**src/design/alkvc_pkg.sv**
```systemverilog
// Shared types, sizes and helpers of the LRU key/value cache.
package alkvc_pkg;

  localparam int unsigned Capacity = 16;
  localparam int unsigned KeyBytes = 8;
  localparam int unsigned KeyW     = 64;
  localparam int unsigned ValW     = 32;
  localparam int unsigned SlotW    = $clog2(Capacity);
  localparam int unsigned RankW    = $clog2(Capacity);
  localparam int unsigned CntW     = $clog2(Capacity + 1);
  localparam int unsigned EntryW   = KeyW + ValW;

  typedef logic [SlotW-1:0] slot_t;
  typedef logic [RankW-1:0] rank_t;
  typedef logic [KeyW-1:0]  key_t;
  typedef logic [ValW-1:0]  val_t;

  typedef enum logic {
    OpGet = 1'b0,
    OpPut = 1'b1
  } op_e;

  // Update request for the recency table
  typedef struct packed {
    logic  touch;     // make slot the most recent and mark it valid
    logic  drop;      // invalidate slot
    logic  fresh;     // new entry in an empty or evicted slot: every other valid slot ages
    slot_t slot;
    rank_t old_rank;  // previous rank of a hit slot
  } rank_cmd_t;

  // Keep the low key bytes up to the first zero byte
  function automatic key_t norm_key(input key_t raw);
    key_t acc;
    logic live;
    acc  = '0;
    live = 1'b1;
    for (int b = 0; b < KeyBytes; b++) begin
      if (raw[8*b +: 8] == 8'd0) live = 1'b0;
      if (live) acc[8*b +: 8] = raw[8*b +: 8];
    end
    return acc;
  endfunction

endpackage

```
**src/design/alkvc_if.sv**
```systemverilog
// Request and response channel interfaces of the LRU key/value cache.
interface alkvc_req_if
  import alkvc_pkg::*;
  ();
  logic valid;
  logic ready;
  logic op;
  key_t key;
  val_t value;

  modport source (output valid, output op, output key, output value, input ready);
  modport sink (input valid, input op, input key, input value, output ready);
endinterface

interface alkvc_rsp_if
  import alkvc_pkg::*;
  ();
  logic valid;
  logic ready;
  logic hit;
  val_t data;

  modport source (output valid, output hit, output data, input ready);
  modport sink (input valid, input hit, input data, output ready);
endinterface

```
**src/design/assoc_lru_key_value_cache_unit.sv**
```systemverilog
// Top level of the fully associative LRU key/value cache.
//
//   channel | dir | payload             | accepted when
//   req_i   | in  | op, key, value      | req_i.valid && req_i.ready
//   rsp_o   | out | hit, data           | rsp_o.valid && rsp_o.ready
//
// Each item passes through an idle state that accepts it, a scan that streams the
// 16 key/value entries out of the RAM (one read per cycle, registered read data),
// then a decide state that writes back at most one entry and updates the ranks.
// Reset clears all valid bits and ranks at once; RAM contents need no clearing.
// A response waiting in the output register does not block the next item;
// the decide cycle holds only while the previous response is still waiting.
module assoc_lru_key_value_cache_unit
  import alkvc_pkg::*;
(
  input  logic        clk_i,
  input  logic        rst_ni,
  alkvc_req_if.sink   req_i,
  alkvc_rsp_if.source rsp_o
);

  typedef enum logic [1:0] {
    StIdle,
    StScan,
    StDecide
  } state_e;

  state_e          state_q;
  logic [CntW-1:0] cnt_q;
  logic [CntW-1:0] cnt_m1;
  logic            rsp_valid_q, rsp_hit_q;
  val_t            rsp_data_q;

  logic  op_q;
  key_t  key_q;
  val_t  val_q;
  logic  match_found_q, empty_found_q, vict_found_q;
  slot_t match_q, empty_q, vict_q;
  rank_t mrank_q, vrank_q;
  val_t  mval_q;

  logic              accept, go, key_zero, cmp_en, ram_re, ram_we;
  slot_t             cmp_idx, wslot;
  logic [EntryW-1:0] rdata;
  key_t              rd_key;
  val_t              rd_val;
  logic              rd_valid;
  rank_t             rd_rank;
  rank_cmd_t         cmd;
  logic              res_hit;
  val_t              res_data;

  assign req_i.ready = (state_q == StIdle);
  assign accept      = req_i.valid && req_i.ready;
  assign go          = (state_q == StDecide) && (!rsp_valid_q || rsp_o.ready);
  assign key_zero    = (key_q == '0);

  // Scan addressing: issue read at cnt, compare entry cnt-1
  assign cnt_m1  = cnt_q - CntW'(1);
  assign cmp_idx = cnt_m1[SlotW-1:0];
  assign cmp_en  = (state_q == StScan) && (cnt_q != '0);
  assign ram_re  = (state_q == StScan) && (cnt_q < CntW'(Capacity));
  assign rd_key  = rdata[EntryW-1 -: KeyW];
  assign rd_val  = rdata[ValW-1:0];

  alkvc_ram #(
    .Width (EntryW),
    .Depth (Capacity)
  ) u_entry_ram (
    .clk_i   (clk_i),
    .we_i    (ram_we),
    .waddr_i (wslot),
    .wdata_i ({key_q, val_q}),
    .re_i    (ram_re),
    .raddr_i (cnt_q[SlotW-1:0]),
    .rdata_o (rdata)
  );

  alkvc_recency u_recency (
    .clk_i      (clk_i),
    .rst_ni     (rst_ni),
    .cmd_i      (cmd),
    .rd_slot_i  (cmp_idx),
    .rd_valid_o (rd_valid),
    .rd_rank_o  (rd_rank)
  );

  // Decide the outcome from the scan results
  always_comb begin
    cmd      = '0;
    ram_we   = 1'b0;
    wslot    = match_q;
    res_hit  = 1'b0;
    res_data = '0;
    if (match_found_q) begin
      res_hit      = 1'b1;
      cmd.touch    = go;
      cmd.slot     = match_q;
      cmd.old_rank = mrank_q;
      if (op_q == OpGet) res_data = mval_q;
      else ram_we = go;
    end else if (op_q == OpPut) begin
      if (empty_found_q) begin
        wslot     = empty_q;
        cmd.slot  = empty_q;
        cmd.fresh = 1'b1;
        cmd.touch = go && !key_zero;
        ram_we    = go && !key_zero;
      end else begin
        wslot     = vict_q;
        cmd.slot  = vict_q;
        cmd.fresh = 1'b1;
        cmd.drop  = go && key_zero;
        cmd.touch = go && !key_zero;
        ram_we    = go && !key_zero;
      end
    end
  end

  // Latch the item and track match, empty slot and oldest slot during the scan
  always_ff @(posedge clk_i) begin
    if (accept) begin
      op_q          <= req_i.op;
      key_q         <= norm_key(req_i.key);
      val_q         <= req_i.value;
      match_found_q <= 1'b0;
      empty_found_q <= 1'b0;
      vict_found_q  <= 1'b0;
    end else if (cmp_en) begin
      if (rd_valid) begin
        if (!key_zero && !match_found_q && (rd_key == key_q)) begin
          match_found_q <= 1'b1;
          match_q       <= cmp_idx;
          mrank_q       <= rd_rank;
          mval_q        <= rd_val;
        end
        if (!vict_found_q || (rd_rank > vrank_q)) begin
          vict_found_q <= 1'b1;
          vict_q       <= cmp_idx;
          vrank_q      <= rd_rank;
        end
      end else if (!empty_found_q) begin
        empty_found_q <= 1'b1;
        empty_q       <= cmp_idx;
      end
    end
  end

  // Sequence the scan and hold the response register
  always_ff @(posedge clk_i or negedge rst_ni) begin
    if (!rst_ni) begin
      state_q     <= StIdle;
      cnt_q       <= '0;
      rsp_valid_q <= 1'b0;
      rsp_hit_q   <= 1'b0;
      rsp_data_q  <= '0;
    end else begin
      // Raise the response on a decision, drop it once taken
      if (go) begin
        rsp_valid_q <= 1'b1;
      end else if (rsp_o.ready) begin
        rsp_valid_q <= 1'b0;
      end
      unique case (state_q)
        StIdle: begin
          if (req_i.valid) begin
            state_q <= StScan;
            cnt_q   <= '0;
          end
        end
        StScan: begin
          cnt_q <= cnt_q + CntW'(1);
          if (cnt_q == CntW'(Capacity)) state_q <= StDecide;
        end
        StDecide: begin
          if (go) begin
            state_q    <= StIdle;
            rsp_hit_q  <= res_hit;
            rsp_data_q <= res_data;
          end
        end
        default: state_q <= StIdle;
      endcase
    end
  end

  assign rsp_o.valid = rsp_valid_q;
  assign rsp_o.hit   = rsp_hit_q;
  assign rsp_o.data  = rsp_data_q;

endmodule

```
**src/design/alkvc_ram.sv**
```systemverilog
// Generic single-port-write, single-port-read RAM with registered read data.
module alkvc_ram #(
  parameter int unsigned Width = 8,
  parameter int unsigned Depth = 16
) (
  input  logic                     clk_i,
  input  logic                     we_i,
  input  logic [$clog2(Depth)-1:0] waddr_i,
  input  logic [Width-1:0]         wdata_i,
  input  logic                     re_i,
  input  logic [$clog2(Depth)-1:0] raddr_i,
  output logic [Width-1:0]         rdata_o
);

  logic [Width-1:0] mem_q [Depth];
  logic [Width-1:0] rdata_q;

  // Write one entry
  always_ff @(posedge clk_i) begin
    if (we_i) mem_q[waddr_i] <= wdata_i;
  end

  // Register read data
  always_ff @(posedge clk_i) begin
    if (re_i) rdata_q <= mem_q[raddr_i];
  end

  assign rdata_o = rdata_q;

endmodule

```
**src/design/alkvc_recency.sv**
```systemverilog
// Valid bits and recency ranks of all slots, with the LRU aging update.
module alkvc_recency
  import alkvc_pkg::*;
(
  input  logic      clk_i,
  input  logic      rst_ni,
  input  rank_cmd_t cmd_i,
  input  slot_t     rd_slot_i,
  output logic      rd_valid_o,
  output rank_t     rd_rank_o
);

  logic [Capacity-1:0] valid_q;
  rank_t               rank_q [Capacity];

  // Age the more recent slots (all other valid slots on a fresh entry), promote or drop the addressed one
  always_ff @(posedge clk_i or negedge rst_ni) begin
    if (!rst_ni) begin
      valid_q <= '0;
      for (int i = 0; i < Capacity; i++) rank_q[i] <= '0;
    end else if (cmd_i.touch) begin
      for (int i = 0; i < Capacity; i++) begin
        if (slot_t'(i) == cmd_i.slot) begin
          valid_q[i] <= 1'b1;
          rank_q[i]  <= '0;
        end else if (valid_q[i] && (cmd_i.fresh || (rank_q[i] < cmd_i.old_rank))) begin
          rank_q[i]  <= rank_q[i] + rank_t'(1);
        end
      end
    end else if (cmd_i.drop) begin
      valid_q[cmd_i.slot] <= 1'b0;
      rank_q[cmd_i.slot]  <= '0;
    end
  end

  assign rd_valid_o = valid_q[rd_slot_i];
  assign rd_rank_o  = rank_q[rd_slot_i];

endmodule

```
**src/flat_wrapper.sv**
```systemverilog
// flat-port wrapper written by rule: the top's interface ports become plain ports
module assoc_lru_key_value_cache_unit_flat import alkvc_pkg::*;
  (clk_i, rst_ni, req_i_valid, req_i_op, req_i_key, req_i_value, req_i_ready, rsp_o_valid, rsp_o_hit, rsp_o_data, rsp_o_ready);
  alkvc_req_if req_i_i ();
  alkvc_rsp_if rsp_o_i ();
  input  logic clk_i;
  input  logic rst_ni;
  input wire logic [$bits(req_i_i.valid)-1:0] req_i_valid;
  input wire logic [$bits(req_i_i.op)-1:0] req_i_op;
  input wire logic [$bits(req_i_i.key)-1:0] req_i_key;
  input wire logic [$bits(req_i_i.value)-1:0] req_i_value;
  output wire logic [$bits(req_i_i.ready)-1:0] req_i_ready;
  output wire logic [$bits(rsp_o_i.valid)-1:0] rsp_o_valid;
  output wire logic [$bits(rsp_o_i.hit)-1:0] rsp_o_hit;
  output wire logic [$bits(rsp_o_i.data)-1:0] rsp_o_data;
  input wire logic [$bits(rsp_o_i.ready)-1:0] rsp_o_ready;
  assign req_i_i.valid = req_i_valid;
  assign req_i_i.op = req_i_op;
  assign req_i_i.key = req_i_key;
  assign req_i_i.value = req_i_value;
  assign req_i_ready = req_i_i.ready;
  assign rsp_o_valid = rsp_o_i.valid;
  assign rsp_o_hit = rsp_o_i.hit;
  assign rsp_o_data = rsp_o_i.data;
  assign rsp_o_i.ready = rsp_o_ready;
  assoc_lru_key_value_cache_unit u_core (.clk_i(clk_i), .rst_ni(rst_ni), .req_i(req_i_i), .rsp_o(rsp_o_i));
endmodule
```
**config.mk**
```make
export PLATFORM = sky130hd
export DESIGN_NAME = assoc_lru_key_value_cache_unit_flat
export DESIGN_NICKNAME = d
export VERILOG_FILES = /design/src/design/alkvc_pkg.sv /design/src/design/alkvc_if.sv /design/src/design/assoc_lru_key_value_cache_unit.sv /design/src/design/alkvc_ram.sv /design/src/design/alkvc_recency.sv /design/src/flat_wrapper.sv
export SDC_FILE = /design/constraint.sdc
export NUM_CORES = 2
export LEC_CHECK = 0
export ABC_AREA = 0
export BUFFER_PORTS_ARGS = -buffer_cell sky130_fd_sc_hd__clkbuf_2
export CORE_AREA = 2 2 356 358
export CTS_CLUSTER_DIAMETER = 200
export DETAILED_ROUTE_END_ITERATION = 16
export DIE_AREA = 0 0 358 360
export GPL_ROUTABILITY_DRIVEN = 0
export PLACE_DENSITY = 0.76
export SLEW_MARGIN = 0
export SYNTH_ARGS = -nofsm -noshare
export SYNTH_HDL_FRONTEND = slang
export SYNTH_HIERARCHICAL = 1
export SYNTH_SLANG_ARGS = --single-unit
```
**constraint.sdc**
```tcl
create_clock -name clk_i -period 18.9 [get_ports clk_i]
set_input_delay 0 -clock clk_i [delete_from_list [all_inputs] [get_ports clk_i]]
set_output_delay 0 -clock clk_i [all_outputs]
set_load 0.02 [all_outputs]
```
==> flow_metrics.tcl <==
set metrics [dict create \
    syn_area_per_cell_um2 20.4 \
    worstMarginPinSlew_ps 1200 \
    die-area_um2 129000 \
    worstPathMaxFanout 62 \
    rsz0062_at_grt "false" \
    grt_overflow 0 \
    crit_arrival_ps 6750 \
    layout_min_cycle_time_ps 6180 \
    grt_pass1_vias 39900 \
    grt_max_degree 109 \
    skew_ps 49.3 \
    vias_per_cell 6.69 \
    ys_ff_latch 1905 \
    vias 39200 \
    cp_data_required_time_ps 19470 \
    cts_setup_buffers 0 \
    antenna_found_initial 4 \
    finalCoreUtilization 0.679 \
    yosys.area.top_type "edfxtp_1" \
    start_util 0.596 \
    cts_buffer_depth 3 \
    cts_made_buffers 185 \
    p_total_mw 11.3 \
    h-tree-depth 4 \
    clock_latency_ps 830 \
    setup_violations 0 \
    die_x_um 358 \
    p_leak_nw 27.9 \
    rows 130 \
    first_iter_violations 5332 \
    finalHoldViolations 0 \
    synth-seq-area-share 0.760 \
    routed_wl_mm 183 \
    die_y_um 360 \
    yosys_warnings 6 \
    clock_sinks 1905 \
    ir_drop_mv 0.149 \
    coreArea_um2 125000 \
    synthTopCellsByCount "edfxtp_1 (1,781), mux4_2 (409), a22oi_1 (192), nand2_1 (185), dfrtp_1 (121)" \
    synth.area.top_cells "edfxtp_1 (72%), mux4_2 (12%), dfrtp_1 (4.1%)" \
    post-route-drc-count 0 \
    netlist_area_um2 74400 \
    synth_nets 3824 \
    ys_types 64 \
    cts_tree "yes" \
    fillers 7542 \
    portBuffers 135 \
    slew_headroom 0.201 \
    critPathKind "flip-flop to flip-flop" \
    ios 136 \
    dominantRegCellSynth "edfxtp_1" \
    cts_root_buffer "clkbuf_16" \
    min-delay-path-class "input port to flip-flop" \
    setup_tns_ps 0 \
    fin_ws_ps 12720 \
    powerDensity_nw_per_um2 133 \
    drt-wirelength-per-cell_um 31.3 \
    clk_pin_slew_ps 60 \
    diodes 0 \
    max_cap_violations 0 \
    drtAntennaViolNets 0 \
    final_max_slew_viol_count 0 \
    synthArstFlopShare 0.0635 \
    fin_crit_sh 0.327 \
    grt_use_total 0.290 \
    hpwl_mm 90.1 \
    syn_inst 3652 \
    clock.fmax_mhz 162 \
    yosys.area.top_type_share 0.718 \
    synth_edf_count 1781 \
    worstSetupEndpointType "flip-flop" \
    synth.most_common_cell "edfxtp_1" \
    status "finished clean" \
    drive_gt1_frac 0.222 \
    dr.pass1.iters 7 \
    pre_cts_ws_ps 12890 \
    syn_to_final_growth_pct 14.0 \
    final_nets 4220 \
    startpoint_type "flip-flop" \
    grt_first_pass_wirelength_mm 269 \
]
[sequential cells by signal, indices dropped and copies added, names as in the netlist, 2 cells and up]
register	count
u_core/u_entry_ram/mem_q	1536
u_core/u_entry_ram/rdata_o	96
u_core/key_q	64
u_core/u_recency/rank_q	64
u_core/mval_q	32
u_core/rsp_o.data	32
u_core/val_q	32
u_core/u_recency/valid_q	16
u_core/cnt_q	5
u_core/empty_q	4
u_core/match_q	4
u_core/mrank_q	4
u_core/vict_q	4
u_core/vrank_q	4
u_core/state_q	2
[timing repair]
action                    4_1_cts  5_1_grt
hold endpoints to repair      178        0
resized for setup               0        0
hold buffers                  184        0
[report_power, final]
group	switching [mW]	leakage [nW]	internal [mW]	total (mW)
clock	1.58	2.95	2.12	3.70
combinational	1.34	7.21	1.06	2.40
sequential	0.220	17.8	4.95	5.17
[logic make-up after synthesis]
kind of cell | synth area share
flip-flops | 0.760
AO/OA/AOI/OAI | 0.0427
AND/OR/NAND/NOR | 0.0372
multiplexers | 0.125
adder cells (fa/ha/maj) | 0.0119
XOR/XNOR | 0.00706
buffers and inverters | 0.0166
[area by class of cell]
| class | count | area (um2) | share of cell area |
|---|---|---|---|
| flip-flops and latches | 1905 | 56600 | 0.667 |
| multi-input cells | 1503 | 16800 | 0.198 |
| clock buffers | 254 | 5090 | 0.0600 |
| repair buffers | 387 | 3090 | 0.0364 |
| well taps | 1650 | 2060 | 0.0243 |
| clock inverters | 90 | 977 | 0.0115 |
| inverters | 66 | 253 | 0.00298 |
[final timing paths]
path	slack (ps)	start	cells after the start	end
setup / recovery	12720	u_core/cnt_q[1]	8	u_core/u_entry_ram/rdata_o[9]
hold / removal	60	req_i_key[30]	3	u_core/key_q[30]
setup reg to reg	12720	u_core/cnt_q[1]	8	u_core/u_entry_ram/rdata_o[9]
hold reg to reg	420	u_core/u_entry_ram/rdata_o[24]	0	u_core/mval_q[24]
max in group asynchronous	17730	rst_ni	4	u_core/rsp_o.data[23]
min in group asynchronous	350	rst_ni	4	u_core/rsp_o.data[9]
[per-layer routing]
layer	part of all wire	global-route usage	wire [um]
met3	0.094	0.0454	17300
met4	0.038	0.109	6940
met5	0.000055	0	10
met1	0.37	0.406	67900
met2	0.50	0.468	91000
[worst max-delay path, stage by stage (launching register included)]
cell and delay [ps]:
dfrtp_4 840, buf_4 690, buf_4 860, buf_4 800, buf_4 840, buf_4 810
mux4_2 460, a22oi_1 260, nand2_1 80
[cells in the final DEF (no fill, tap or decap), types with 52 or more instances in the layout]
| cell | instances |
|---|---|
| a21oi_1 | 52 |
| a22oi_1 | 192 |
| buf_4 | 65 |
| clkbuf_1 | 52 |
| clkbuf_16 | 188 |
| clkbuf_2 | 134 |
| dfrtp_1 | 119 |
| dlygate4sd3_1 | 183 |
| edfxtp_1 | 1781 |
| ha_1 | 71 |
| inv_1 | 63 |
| mux4_2 | 409 |
| nand2_1 | 185 |
| nand3_1 | 59 |
| o211ai_1 | 60 |
[through the flow]
step                std cells  instance area, um2  hold WS [ps]
finish                   5855               84900          60.3
global route             5855               84900          48.1
CTS                      5855               84900          12.1
detailed placement       5327               76900           132
global placement         5327               76900           126
floorplan                3652               74400          -296
No activity file was read; power rests on OpenSTA's default activity.
